<file path="config.mk">
export PLATFORM = sky130hd
export DESIGN_NAME = rgb565_downscale_to_gray
export DESIGN_NICKNAME = d
export VERILOG_FILES = /design/src/hw/rtl/rdg_pkg.sv /design/src/hw/rtl/rdg_luma.sv /design/src/hw/rtl/rdg_sampler.sv /design/src/hw/rtl/rgb565_downscale_to_gray.sv
export SDC_FILE = /design/constraint.sdc
export NUM_CORES = 1
export LEC_CHECK = 0
export ABC_AREA = 1
export ABC_CLOCK_PERIOD_IN_PS = 7100
export BUFFER_PORTS_ARGS = -buffer_cell sky130_fd_sc_hd__buf_2
export CORE_MARGIN = 1.5
export CORE_UTILIZATION = 24
export CTS_CLUSTER_DIAMETER = 150
export DETAILED_ROUTE_END_ITERATION = 12
export PLACE_DENSITY_LB_ADDON = 0.3
export REMOVE_ABC_BUFFERS = 1
export SYNTH_ARGS = -nofsm -noshare
export SYNTH_HDL_FRONTEND = slang
export SYNTH_HIERARCHICAL = 1
export SYNTH_SLANG_ARGS = --single-unit
</file>
<file path="constraint.sdc">
create_clock -name clk -period 7.1 [get_ports clk]
set_clock_uncertainty 0.15 [all_clocks]
set_input_delay 0.355 -clock clk [delete_from_list [all_inputs] [get_ports clk]]
set_output_delay 0.355 -clock clk [all_outputs]
set_load 0.005 [all_outputs]
</file>
<file path="src/hw/rtl/rdg_pkg.sv">
`timescale 1ns / 1ps
// ----------------------------------------------------------------------------
// rdg_pkg: shared types and constants of the RGB565 to gray downscaler
// Frame dimension limits, counter widths, luma weights and the structs that
// travel between the sampler and the top level.
// ----------------------------------------------------------------------------
package rdg_pkg;

  // Largest frame dimension that the counters support.
  localparam int MAX_DIM = 1024;

  // Width of a configuration register and of the configuration data bus.
  localparam int CFG_W   = 11;
  // Number of configuration registers and the width of their index.
  localparam int NUM_REGS = 4;
  localparam int IDX_W    = $clog2(NUM_REGS);

  // A dimension holds 1..MAX_DIM; a source position holds 0..MAX_DIM-1.
  localparam int DIM_W = $clog2(MAX_DIM) + 1;
  localparam int CNT_W = $clog2(MAX_DIM);
  // Error accumulators stay below twice the largest dimension.
  localparam int ERR_W = DIM_W + 1;

  // Register indexes of the configuration port.
  typedef enum logic [IDX_W-1:0] {
    REG_SOURCE_WIDTH  = IDX_W'(0),
    REG_SOURCE_HEIGHT = IDX_W'(1),
    REG_TARGET_WIDTH  = IDX_W'(2),
    REG_TARGET_HEIGHT = IDX_W'(3)
  } rdg_reg_t;

  // Register reset value shared by all four dimensions.
  localparam logic [CFG_W-1:0] DIM_RESET = CFG_W'(96);

  // Luma weights, scaled by 2^LUMA_SHIFT.
  localparam int LUMA_R     = 305;
  localparam int LUMA_G     = 600;
  localparam int LUMA_B     = 119;
  localparam int LUMA_SHIFT = 10;
  // Weighted sum of three 8-bit channels fits in this many bits.
  localparam int SUM_W      = 18;

  // Offset that turns unsigned luma into a signed byte.
  localparam logic [7:0] GRAY_OFFSET = 8'h80;

  // Effective frame dimensions after clamping.
  typedef struct packed {
    logic [DIM_W-1:0] src_w;
    logic [DIM_W-1:0] src_h;
    logic [DIM_W-1:0] tgt_w;
    logic [DIM_W-1:0] tgt_h;
  } rdg_dims_t;

  // Sampling decision for the beat being accepted.
  typedef struct packed {
    logic pick;
    logic last;
  } rdg_pick_t;

  // Clamp a raw register value into 1..MAX_DIM.
  function automatic logic [DIM_W-1:0] clamp_dim(input logic [CFG_W-1:0] v);
    logic [DIM_W-1:0] res;
    if (v == '0) begin
      res = DIM_W'(1);
    end else if (int'(v) > MAX_DIM) begin
      res = DIM_W'(MAX_DIM);
    end else begin
      res = DIM_W'(v);
    end
    return res;
  endfunction

endpackage

</file>
<file path="src/hw/rtl/rdg_luma.sv">
`timescale 1ns / 1ps
// ----------------------------------------------------------------------------
// rdg_luma: byte-swapped RGB565 unpack and luma conversion
// Expands the packed pixel to 8-bit R, G and B and forms the weighted sum
// (305R + 600G + 119B) >> 10 as an 8-bit luma value.
// ----------------------------------------------------------------------------
module rdg_luma
  import rdg_pkg::*;
(
  input  logic [15:0] pixel_word,
  output logic [7:0]  luma
);

  logic [7:0]       lo_byte;
  logic [7:0]       hi_byte;
  logic [7:0]       red;
  logic [7:0]       green;
  logic [7:0]       blue;
  logic [SUM_W-1:0] sum;

  // Bytes arrive swapped: the high byte holds G low bits and R.
  assign lo_byte = pixel_word[7:0];
  assign hi_byte = pixel_word[15:8];

  // Unpack into 8-bit channels with zero fill in the low bits.
  assign red   = {hi_byte[4:0], 3'b000};
  assign green = {lo_byte[2:0], hi_byte[7:5], 2'b00};
  assign blue  = {lo_byte[7:3], 3'b000};

  // Constant-weight sum; each product is a few shifted adds.
  assign sum = SUM_W'(LUMA_R) * SUM_W'(red)
             + SUM_W'(LUMA_G) * SUM_W'(green)
             + SUM_W'(LUMA_B) * SUM_W'(blue);

  assign luma = sum[LUMA_SHIFT +: 8];

endmodule

</file>
<file path="src/hw/rtl/rdg_sampler.sv">
`timescale 1ns / 1ps
// ----------------------------------------------------------------------------
// rdg_sampler: nearest-neighbor position tracking
// Tracks the source and target positions and the row and column error
// accumulators, and decides for each accepted beat whether it is sampled.
// ----------------------------------------------------------------------------
module rdg_sampler
  import rdg_pkg::*;
(
  input  logic      clk,
  input  logic      rst_n,
  input  logic      restart,
  input  logic      advance,
  input  rdg_dims_t dims,
  output rdg_pick_t pick
);

  logic [CNT_W-1:0] src_col_r, src_col_nxt;
  logic [CNT_W-1:0] src_row_r, src_row_nxt;
  logic [DIM_W-1:0] out_col_r, out_col_nxt;
  logic [DIM_W-1:0] out_row_r, out_row_nxt;
  logic [ERR_W-1:0] col_err_r, col_err_nxt;
  logic [ERR_W-1:0] row_err_r, row_err_nxt;

  logic             row_pick;
  logic             col_pick;
  logic [DIM_W-1:0] out_col_inc;
  logic [DIM_W-1:0] out_row_inc;
  logic [ERR_W-1:0] col_err_inc;
  logic [ERR_W-1:0] row_err_inc;
  logic [ERR_W-1:0] tgt_w_ext;
  logic [ERR_W-1:0] tgt_h_ext;
  logic             row_end;
  logic             frame_end;

  assign tgt_w_ext = ERR_W'(dims.tgt_w);
  assign tgt_h_ext = ERR_W'(dims.tgt_h);

  // Sample decision for the current source position.
  assign row_pick = (out_row_r < dims.tgt_h) && (row_err_r < tgt_h_ext);
  assign col_pick = row_pick && (out_col_r < dims.tgt_w) && (col_err_r < tgt_w_ext);

  assign pick.pick = col_pick;
  assign pick.last = (out_col_r == dims.tgt_w - DIM_W'(1)) &&
                     (out_row_r == dims.tgt_h - DIM_W'(1));

  // Column state after a possible sample.
  assign out_col_inc = out_col_r + DIM_W'(col_pick);
  assign col_err_inc = col_pick ? col_err_r + ERR_W'(dims.src_w) : col_err_r;

  // Row state after a possible row sample.
  assign out_row_inc = out_row_r + DIM_W'(row_pick);
  assign row_err_inc = row_pick ? row_err_r + ERR_W'(dims.src_h) : row_err_r;

  assign row_end   = (DIM_W'(src_col_r) + DIM_W'(1)) >= dims.src_w;
  assign frame_end = (DIM_W'(src_row_r) + DIM_W'(1)) >= dims.src_h;

  // Next position for each accepted beat, or back to the start on restart.
  always_comb begin
    src_col_nxt = src_col_r;
    src_row_nxt = src_row_r;
    out_col_nxt = out_col_r;
    out_row_nxt = out_row_r;
    col_err_nxt = col_err_r;
    row_err_nxt = row_err_r;
    if (restart) begin
      src_col_nxt = '0;
      src_row_nxt = '0;
      out_col_nxt = '0;
      out_row_nxt = '0;
      col_err_nxt = '0;
      row_err_nxt = '0;
    end else if (advance) begin
      if (row_end) begin
        src_col_nxt = '0;
        out_col_nxt = '0;
        col_err_nxt = '0;
        if (frame_end) begin
          // Last source pixel of the frame: start over.
          src_row_nxt = '0;
          out_row_nxt = '0;
          row_err_nxt = '0;
        end else begin
          src_row_nxt = src_row_r + CNT_W'(1);
          out_row_nxt = out_row_inc;
          if (out_row_inc < dims.tgt_h) begin
            row_err_nxt = (row_err_inc >= tgt_h_ext) ? row_err_inc - tgt_h_ext : '0;
          end else begin
            row_err_nxt = row_err_inc;
          end
        end
      end else begin
        src_col_nxt = src_col_r + CNT_W'(1);
        out_col_nxt = out_col_inc;
        if (out_col_inc < dims.tgt_w) begin
          col_err_nxt = (col_err_inc >= tgt_w_ext) ? col_err_inc - tgt_w_ext : '0;
        end else begin
          col_err_nxt = col_err_inc;
        end
      end
    end
  end

  // Position registers.
  always_ff @(posedge clk) begin
    if (!rst_n) begin
      src_col_r <= '0;
      src_row_r <= '0;
      out_col_r <= '0;
      out_row_r <= '0;
      col_err_r <= '0;
      row_err_r <= '0;
    end else begin
      src_col_r <= src_col_nxt;
      src_row_r <= src_row_nxt;
      out_col_r <= out_col_nxt;
      out_row_r <= out_row_nxt;
      col_err_r <= col_err_nxt;
      row_err_r <= row_err_nxt;
    end
  end

endmodule

</file>
<file path="src/hw/rtl/rgb565_downscale_to_gray.sv">
`timescale 1ns / 1ps
// ----------------------------------------------------------------------------
// rgb565_downscale_to_gray: nearest-neighbor downscaler to signed grayscale
// Source pixels enter in raster order as byte-swapped RGB565 words. Selected
// pixels leave as luma minus 128 in a signed byte, with an end-of-frame flag.
//
// Channels: the input beat (in_valid, in_stall, in_pixel_word) carries one
// source pixel; the output beat (out_valid, out_stall, out_gray_value,
// out_frame_done) carries one target pixel. A beat moves on a rising edge
// with valid high and stall low. Source pixels that are not sampled give no
// output beat.
// A sampled pixel shows on the output in the cycle after it is accepted.
// Throughput is one pixel per cycle unless in_stall holds the input; the
// single output register sets it, and a new pixel is taken in the same
// cycle that the waiting result leaves.
// While the receiver stalls with a result waiting, in_stall is raised and
// the output holds. Reset sets all dimensions to 96 and the frame position
// to its start; any configuration write also restarts the frame. Write
// configuration only with no beat in flight.
// ----------------------------------------------------------------------------
module rgb565_downscale_to_gray
  import rdg_pkg::*;
(
  input  logic              clk,
  input  logic              rst_n,
  // Configuration write port
  input  logic              cfg_wr_en,
  input  logic [IDX_W-1:0]  cfg_index,
  input  logic [CFG_W-1:0]  cfg_wr_data,
  // Source pixel channel
  input  logic              in_valid,
  output logic              in_stall,
  input  logic [15:0]       in_pixel_word,
  // Gray pixel channel
  output logic              out_valid,
  input  logic              out_stall,
  output logic signed [7:0] out_gray_value,
  output logic              out_frame_done
);

  logic [CFG_W-1:0] src_w_r, src_h_r, tgt_w_r, tgt_h_r;

  logic               out_valid_r, out_valid_nxt;
  logic signed [7:0]  gray_r, gray_nxt;
  logic               done_r, done_nxt;

  logic [DIM_W-1:0] src_w_c, src_h_c, tgt_w_c, tgt_h_c;
  rdg_dims_t        dims;
  rdg_pick_t        pick;
  logic [7:0]       luma;
  logic             in_accept;

  // Configuration registers.
  always_ff @(posedge clk) begin
    if (!rst_n) begin
      src_w_r <= DIM_RESET;
      src_h_r <= DIM_RESET;
      tgt_w_r <= DIM_RESET;
      tgt_h_r <= DIM_RESET;
    end else if (cfg_wr_en) begin
      unique case (rdg_reg_t'(cfg_index))
        REG_SOURCE_WIDTH:  src_w_r <= cfg_wr_data;
        REG_SOURCE_HEIGHT: src_h_r <= cfg_wr_data;
        REG_TARGET_WIDTH:  tgt_w_r <= cfg_wr_data;
        REG_TARGET_HEIGHT: tgt_h_r <= cfg_wr_data;
        default: ;
      endcase
    end
  end

  // Clamp dimensions; the target never exceeds the source.
  assign src_w_c = clamp_dim(src_w_r);
  assign src_h_c = clamp_dim(src_h_r);
  assign tgt_w_c = clamp_dim(tgt_w_r);
  assign tgt_h_c = clamp_dim(tgt_h_r);

  assign dims.src_w = src_w_c;
  assign dims.src_h = src_h_c;
  assign dims.tgt_w = (tgt_w_c > src_w_c) ? src_w_c : tgt_w_c;
  assign dims.tgt_h = (tgt_h_c > src_h_c) ? src_h_c : tgt_h_c;

  // Hold the input only while a result waits on a stalled output.
  assign in_stall  = out_valid_r && out_stall;
  assign in_accept = in_valid && !in_stall;

  rdg_sampler u_sampler (
    .clk     (clk),
    .rst_n   (rst_n),
    .restart (cfg_wr_en),
    .advance (in_accept),
    .dims    (dims),
    .pick    (pick)
  );

  rdg_luma u_luma (
    .pixel_word (in_pixel_word),
    .luma       (luma)
  );

  // Output register next state.
  always_comb begin
    out_valid_nxt = out_valid_r;
    gray_nxt      = gray_r;
    done_nxt      = done_r;
    if (in_accept) begin
      out_valid_nxt = pick.pick;
      if (pick.pick) begin
        gray_nxt = signed'(luma ^ GRAY_OFFSET);
        done_nxt = pick.last;
      end
    end else if (!out_stall) begin
      out_valid_nxt = 1'b0;
    end
  end

  always_ff @(posedge clk) begin
    if (!rst_n) begin
      out_valid_r <= 1'b0;
    end else begin
      out_valid_r <= out_valid_nxt;
    end
  end

  always_ff @(posedge clk) begin
    gray_r <= gray_nxt;
    done_r <= done_nxt;
  end

  assign out_valid      = out_valid_r;
  assign out_gray_value = gray_r;
  assign out_frame_done = done_r;

endmodule
</file>
Word level (Yosys, flattened, before mapping)
Index checks and enable logic that the tools add are counted.
{"block": "classes", "bitwise": 2, "n_eq_ne": 6, "n_reduce_logical": 19, "n_lt_le_gt_ge": 16, "add_sub_neg": 14, "mux": 24, "mul": 3}
{"op": "two-way mux 11 bit", "n": 12}
{"op": "two-way mux 12 bit", "n": 8}
{"op": "greater-than comparator 11 bit (second input constant)", "n": 4}
{"op": "zero test 11 bit", "n": 4}
{"op": "< comparator 11 bit", "n": 4}
{"op": "adder 12 x 11 -> 12 bit", "n": 2}
{"op": ">= comparator 12 x 11 -> 1 bit", "n": 2}
{"op": "< comparator 12 x 11 -> 1 bit", "n": 2}
{"op": "subtractor 12 x 11 -> 12 bit", "n": 2}
{"op": "adder 10 x 1 -> 11 bit (second input constant)", "n": 2}
{"op": "adder 11 x 1 -> 11 bit", "n": 2}
{"op": "equality test 11 bit", "n": 2}
{"op": ">= comparator 11 bit", "n": 2}
{"op": "greater-than comparator 11 bit", "n": 2}
{"op": "subtractor 11 x 1 -> 11 bit (second input constant)", "n": 2}
{"op": "adder 10 x 1 -> 10 bit (second input constant)", "n": 2}
{"op": "two-way mux 10 bit", "n": 2}
{"op": "adder 17 x 18 -> 18 bit", "n": 1}
{"op": "adder 18 x 15 -> 18 bit", "n": 1}
{"op": "multiplier 9 x 5 -> 14 bit (first input constant)", "n": 1}
{"op": "multiplier 7 x 6 -> 13 bit (first input constant)", "n": 1}
{"op": "multiplier 7 x 5 -> 12 bit (first input constant)", "n": 1}
{"op": "AND reduction 2 bit", "n": 6}
{"op": "logical AND 1 bit", "n": 6}
{"op": "other kinds (8)", "n": 11}
{"block": "word_totals", "input_bits": 34, "out_inout_bits": 11, "ff_bits": 120}

Logic depth before layout (Yosys ltp)
Gate-level depths: netlist (run 1).
{"block": "logic_depth", "ltp_word": 14, "ltp_mapped": 49, "ltp_nobuf": 47}

Cells and area by module
The synthesis (run 1) kept the hierarchy.
{"mod": "rdg_sampler", "seq_area_each_um2": 1321.3, "n_inst": 1, "area_per_inst_um2": 8483.1, "cells_each": 1367}
{"mod": "rgb565_downscale_to_gray", "seq_area_each_um2": 1171.1, "n_inst": 1, "area_per_inst_um2": 3284.4, "cells_each": 478}
{"mod": "rdg_luma", "seq_area_each_um2": 0.0, "n_inst": 1, "area_per_inst_um2": 3032.9, "cells_each": 432}

Worst setup path after synthesis (run 1)
No wires, ideal clock.
{"block": "synth_path", "path_kind": "register -> register", "start": "register src_h_r[8]", "end": "register u_sampler.col_err_r[2]", "slack_ps": 1190, "t_arrival_ps": 5633, "path_buffers": 3, "t_required_ps": 6822, "path_stages_with_launch": 44, "path_cell_list": "dfxtp_1 -> nor2_1 -> nand3_1 -> nor2_1 -> nor2_2 -> nor2_1 -> inv_1 -> ha_1 -> nand2_1 -> inv_1 -> nand4_1 -> clkbuf_1 -> nand3_1 -> nand2_1 -> inv_1 -> ha_1 -> nand2_1 -> inv_1 -> [8 not listed] -> nand2_1 -> nor2_1 -> nand4_1 -> nor2_1 -> nand2_1 -> xor2_1 -> inv_1 -> ha_1 -> a21oi_1 -> o21a_1 -> nand3_1 -> inv_1 -> clkbuf_1 -> o21ai_0 -> nand2_1 -> nor2_1 -> nor2_1 -> nor2_1"}
{"element": "start, declared", "line_no": "rgb565_downscale_to_gray.sv:41", "source": "logic [CFG_W-1:0] src_w_r, src_h_r, tgt_w_r, tgt_h_r;"}
{"element": "start signal, assigned", "line_no": "rgb565_downscale_to_gray.sv:63", "source": "REG_SOURCE_HEIGHT: src_h_r <= cfg_wr_data;"}
{"element": "end signal, assigned", "line_no": "rdg_sampler.sv:118", "source": "col_err_r <= col_err_nxt;"}
{"element": "end, declared", "line_no": "rdg_sampler.sv:22", "source": "logic [ERR_W-1:0] col_err_r, col_err_nxt;"}

==> results of run 1 <==
[timing repair]
item                                    in CTS  in global routing
endpoints found under the setup margin       0                 24
hold endpoints to repair                     0                  0
resized for setup                            0                 54
buffers inserted                             0                  3
[final cells by class]
cell class | count | area, um^2 | area share [%]
Sequential cell | 120 | 2490 | 14.8
Timing Repair Buffer | 75 | 465 | 2.77
Multi-Input combinational cell | 1726 | 10800 | 64.4
Timing Repair inverter | 1 | 7.51 | 0.0447
Inverter | 384 | 1450 | 8.61
Clock inverter | 11 | 123 | 0.730
Clock buffer | 20 | 468 | 2.79
Tap cell | 782 | 978 | 5.83
[final timing paths]
check                 start                endpoint  slack, ns  cells past startpoint
max              tgt_h_r[3]  u_sampler/col_err_r[7]       0.67                     43
min          cfg_wr_data[6]              src_w_r[6]       0.06                      3
max reg2reg      tgt_h_r[3]  u_sampler/col_err_r[7]       0.67                     43
min reg2reg      tgt_w_r[2]              tgt_w_r[2]       0.33                      2
[flip-flops by register name, indices dropped and copies added (netlist names), 8 cells and up]
signal and cells:
out_gray_value 8, src_h_r 11, src_w_r 11, tgt_h_r 11
tgt_w_r 11, u_sampler/col_err_r 12, u_sampler/out_col_r 11, u_sampler/out_row_r 11
u_sampler/row_err_r 12, u_sampler/src_col_r 10, u_sampler/src_row_r 10
[layout by cell type (no fill, tap or decap), drive strengths merged, types with 3 or more instances in the layout]
cell,count
a211oi,3
clkinv,5
nand4,38
dfxtp,111
buf,75
inv,383
xor2,73
a21oi,187
a31oi,6
edfxtp,9
nand3,143
nor3,22
clkinvlp,6
nor2,229
nand2,579
o21bai,10
and2,4
o21a,3
xnor2,32
ha,240
o211ai,9
o21ai,94
nand3b,5
fa,29
a21o,6
or2,5
clkbuf,20
[worst reg2reg max path: cells and delay by family, from the launching register on]
kind | cells | cell delay (ns)
adder cells (fa/ha/maj) | 5 | 1.29
XOR/XNOR | 1 | 0.14
buffers and inverters | 5 | 0.52
AND/OR/NAND/NOR | 28 | 3.19
flip-flops | 1 | 0.31
AO/OA/AOI/OAI | 4 | 0.66
[report_power, final]
part | internal (W) | total (W) | leakage (nW) | switching, W
registers | 0.000821 | 0.000886 | 0.986 | 0.0000649
logic | 0.00151 | 0.00413 | 7.20 | 0.00261
clock network | 0.000542 | 0.000887 | 0.279 | 0.000345
total | 0.00288 | 0.00590 | 8.46 | 0.00302
[layer usage]
layer | vias to the layer above | GRT usage, %
li1 | 7419 | -
met1 | 6074 | 18.3
met2 | 197 | 23.1
met3 | 31 | 2.02
met4 | 2 | 2.53
met5 | - | 0
[stage by stage]
stage | utilization (%) | cell area, um^2 | power, W | cells | setup slack (ns)
after floorplan | - | 14600 | 0.00390 | 2229 | 0.645
after global placement | 26.3 | 16000 | 0.00501 | 3083 | 0.195
after detailed placement | 26.3 | 16000 | 0.00498 | 3083 | 0.217
after CTS | 27.3 | 16600 | 0.00590 | 3114 | 0.192
after global routing | 27.7 | 16800 | 0.00658 | 3119 | 0.00473
final | 27.7 | 16800 | 0.00590 | 3119 | 0.668
[cell families after synthesis]
| logic type | synth area share [%] |
|---|---|
| and+or+nand+nor | 29.3 |
| buffers and inverters | 11.4 |
| AOI/OAI and AO/OA | 12.1 |
| adders and majority gates | 24.2 |
| DFF | 16.8 |
| xor gates and xnor gates | 6.21 |
==> metrics, run 1 <==
result of the run finished, final reports clean; cell with the most instances after synthesis nand2_1; Die Y 251 um; # fillers around 6.8k; CTS root buffer clkbuf_16; Yosys top cell area share 20.3%; CTS tree built; Top Metal Used met5; Syn Inst Count around 2.3k; Hold Crit Class input pin to flip-flop; f_max 0.155 GHz; slowest stage cell, crit path ha_1; met2 WL 19500 um; Initial Util roughly a quarter; cts hold-fix bufs 0; Area growth syn-to-layout 13.5%; I/O Pins 45; Tcrit/Tclk final 90.6%; largest net degree at the start of global routing between 40 and 50; count of final hold-check violations 0; # clock sinks between 100 and 150; cell family with most CP delay simple AND/OR/NAND/NOR gates; Clock H-tree levels 4; Post-synth EDFFs 9; number of CTS-inserted buffers 17; Synth area leaders ha_1, dfxtp_1, nand2_1, inv_1, a21oi_1; Antenna Violating Nets Remaining 0; DR WL/cell roughly 14 um; Buf/Inv on CP 5; Post-Route M1 WL between 20000 and 25000 um; GRT overflow 0; number of synthesized register bits between 100 and 150; Post-synth ARST share 0%; CP Max Fanout 13; static leakage power 8.46 nW; initial DRC count 659; crit start category flip-flop; Detailed Routing Iterations Pass 1 7; ANT cells 0; Most used DFF post-synth dfxtp_1; die span in x 251 um; total of max-cap violations 0; Worst slew margin 36.7%; Syn. warnings 6; Met3 Wirelength between 1000 and 1500 um; dominant cell type by area after synthesis ha_1; Crit path largest cell delay approximately 0.33 ns; Avg Inst Size Synth about 6.5 um^2; GP Congestion 0.853; hold slack a little over 0.06 ns; layout cells sized above 1 under 10%; CORE AREA about 60000 um^2; Seq/Total Area, Yosys roughly 17%; Pwr Density 351 nW/um^2; nets@finish roughly 2.6k; VDD IR-drop max 0.254 mV; clock-pin slew of the registers on the worst-case setup and hold paths 0.06 ns; Final min period approximately 6.4 ns; Total Wirelength 42200 um; WP data arrival 6.59 ns; Post-Syn Area roughly 15000 um^2; die area approximately 63000 um^2; Vias/cell ~4.4; Setup TNS 0 ns; RSZ-0062 raised after global routing no; CTS max path bufs 2; Row Count 90; vias in the first global route roughly 13k; DP Wirelength roughly 34000 um; Post-synth top cells nand2_1, inv_1, ha_1; DR vias 13.7k; Worst-Margin Slew between 0.9 and 1 ns; DRC 0; Port-buffer cells 44; final setup vio count 0; CP required ~7.3 ns; pins over their slew limit 0; gr usage total approximately 14%; synth unique cells 44; global-route wire length before repair slightly below 70000 um; critical path class flip-flop to flip-flop; most used cell, CP nand2_1; Worst Setup End Kind flip-flop; Worst-Skew Late Latency approximately 0.45 ns; initial antenna violation count 2
No activity file was read; power rests on OpenSTA's default activity.
==> run 2: changes to the inputs <==
Settings changed: CORE_ASPECT_RATIO from default to 0.7, RECOVER_POWER from default to 25.
==> run 2 against run 1 <==
Against the previous run:
- the flow now finishes with violations (capacitance limit, slew limit)
- global-route usage increased by 0.55 points
- final area is 0.72% higher
- wire length up 5.0%
- utilization rose by 0.32 points
- critical endpoint is now u_sampler/col_err_r[0]
- largest cell class unchanged
==> metrics, run 2 (same netlist as run 1, synthesis figures left out) <==
I/O Pins 45; biggest regs u_sampler/col_err_r (12), u_sampler/row_err_r (12); clock-pin slew of the registers on the worst-case setup and hold paths approximately 0.060 ns; CP Max Fanout 11; Antenna Violating Nets Remaining 0; DRC 0; Hold Crit Class input pin to flip-flop; Port-buffer cells 44; total of max-cap violations 1; Final min period between 6 and 7 ns; most used cell, CP nand2_1; # clock sinks 120; DR WL/cell about 14 um; Buf/Inv on CP 5; cell family with most CP delay simple AND/OR/NAND/NOR gates; CTS root buffer clkbuf_16; placed instance count between 3k and 4k; initial DRC count 1248; final core occ 28.0%; Worst slew margin -28.1%; Clock H-tree levels 4; die span in x roughly 300 um; Tcrit/Tclk final around nine tenths; Total Wirelength 44400 um; Register-to-Register Path Depth between 40 and 50; R2R setup slack about 0.61 ns; violated checks capacitance limit, slew limit; Crit path largest cell delay between 0.3 and 0.4 ns; ANT cells 0; GP Congestion ~0.88; Worst-Margin Slew between 1.5 and 2 ns; largest net degree at the start of global routing 66; critical path class flip-flop to flip-flop; CP required 7.25 ns; CTS max path bufs 2; Pwr Density approximately 360 nW/um^2; global-route wire length before repair about 70000 um; Post-Layout Inst Area around 17000 um^2; Detailed Routing Iterations Pass 1 6; DP Wirelength between 30000 and 40000 um; crit start category flip-flop; min-delay src cfg_wr_data[6]; Worst-Skew Late Latency about 0.45 ns; hold path cells 3; static leakage power around 8.6 nW; slowest stage cell, crit path ha_1; most common cell after layout, fill and taps aside nand2_1; initial antenna violation count 0; nets@finish ~2.6k; FF-to-FF End u_sampler/col_err_r[0]; Die Y 211 um; vias in the first global route roughly 13k; final setup vio count 0; Placed Area ~16000 um^2; Layout Cells excl Fill 3162; CTS tree built; Hold Crit Endpoint src_w_r[6]; WP data arrival ~6.6 ns; Initial Util 24.5%; die area about 63000 um^2; Vias/cell approximately 4.5; Row Count 75; Critical Path Start src_h_r[0]; Area growth syn-to-layout 14.3%; result of the run complete, but fails checks; Worst Setup End Kind flip-flop; pins over their slew limit 46; number of CTS-inserted buffers 17; DR vias between 10k and 15k; VDD IR-drop max 0.331 mV; f_max approximately 0.15 GHz; layout cells sized above 1 a little under a tenth; gr usage total between 10% and 20%; hold slack 0.0519 ns; count of final hold-check violations 0; GRT overflow 0; CORE AREA 60400 um^2; RR Startpoint src_h_r[0]; commonest cells after routing, fill and taps aside nand2_1, inv_1, ha_1, nor2_1, a21oi_1
[run 2: cell count changes in the layout (fill, tap and decap cells not counted), sizes merged]
cell      delta
clkinvlp     -4
nand2        +1
clkbuf       +3
buf         +13
inv          +1
nand3        +1
bufinv       +2
[run 2: worst reg2reg max path, delay by kind of cell (launching register included)]
kind                     cells  cell delay (ns)
flip-flops                   1             0.32
adder cells (fa/ha/maj)      5             1.29
AND/OR/NAND/NOR             31             3.58
AO/OA/AOI/OAI                3             0.35
buffers and inverters        5             0.62
[run 2: how the worst max path moves through the flow]
| stage | end | depth (start not counted) |
|---|---|---|
| CTS | u_sampler/col_err_r[2] | 46 |
| floorplan | u_sampler/row_err_r[9] | 39 |
| global placement | u_sampler/col_err_r[2] | 42 |
| detailed placement | u_sampler/col_err_r[2] | 44 |
| global route | u_sampler/col_err_r[5] | 46 |
| finish | u_sampler/col_err_r[0] | 44 |
[run 2: final cells by class]
cell class | instances | area (um^2)
Fill cell | 6757 | 43500
Multi-Input combinational cell | 1728 | 10700
Clock buffer | 22 | 487
Clock inverter | 10 | 163
Timing Repair inverter | 1 | 7.51
Tap cell | 808 | 1010
Inverter | 384 | 1450
Sequential cell | 120 | 2490
Timing Repair Buffer | 89 | 561
[run 2: where the power goes]
group          total [W]  internal (W)  leakage (nW)  switching (W)
sequential      0.000886      0.000821         0.986      0.0000659
combinational    0.00419       0.00148          7.27        0.00271
clock           0.000986      0.000630         0.319       0.000356
[run 2: timing repair]
action	in CTS	in global routing
endpoints found under the hold margin	0	0
endpoints found under the setup margin	2	24
resized for setup	0	39
hold buffers	0	0
setup buffers	2	9
gates cloned	0	4
pin swaps	1	6
[run 2: metrics by stage]
| stage | power [W] | setup slack (ns) | TNS [ns] |
|---|---|---|---|
| after global routing | 0.00671 | -0.00833 | -0.0127 |
| final | 0.00606 | 0.614 | 0 |
| after floorplan | 0.00390 | 0.645 | 0 |
| after global placement | 0.00500 | 0.0632 | 0 |
| after detailed placement | 0.00495 | 0.0129 | 0 |
| after CTS | 0.00597 | 0.115 | 0 |
[run 2: per-layer routing]
layer  part of all wire (%)  track usage [%]  up-vias
met2                     37             18.7      373
met4                   0.69             2.28        0
li1                       -                -     7460
met1                     56             23.2     6221
met3                    6.7             2.42       19
met5                      0                0        -
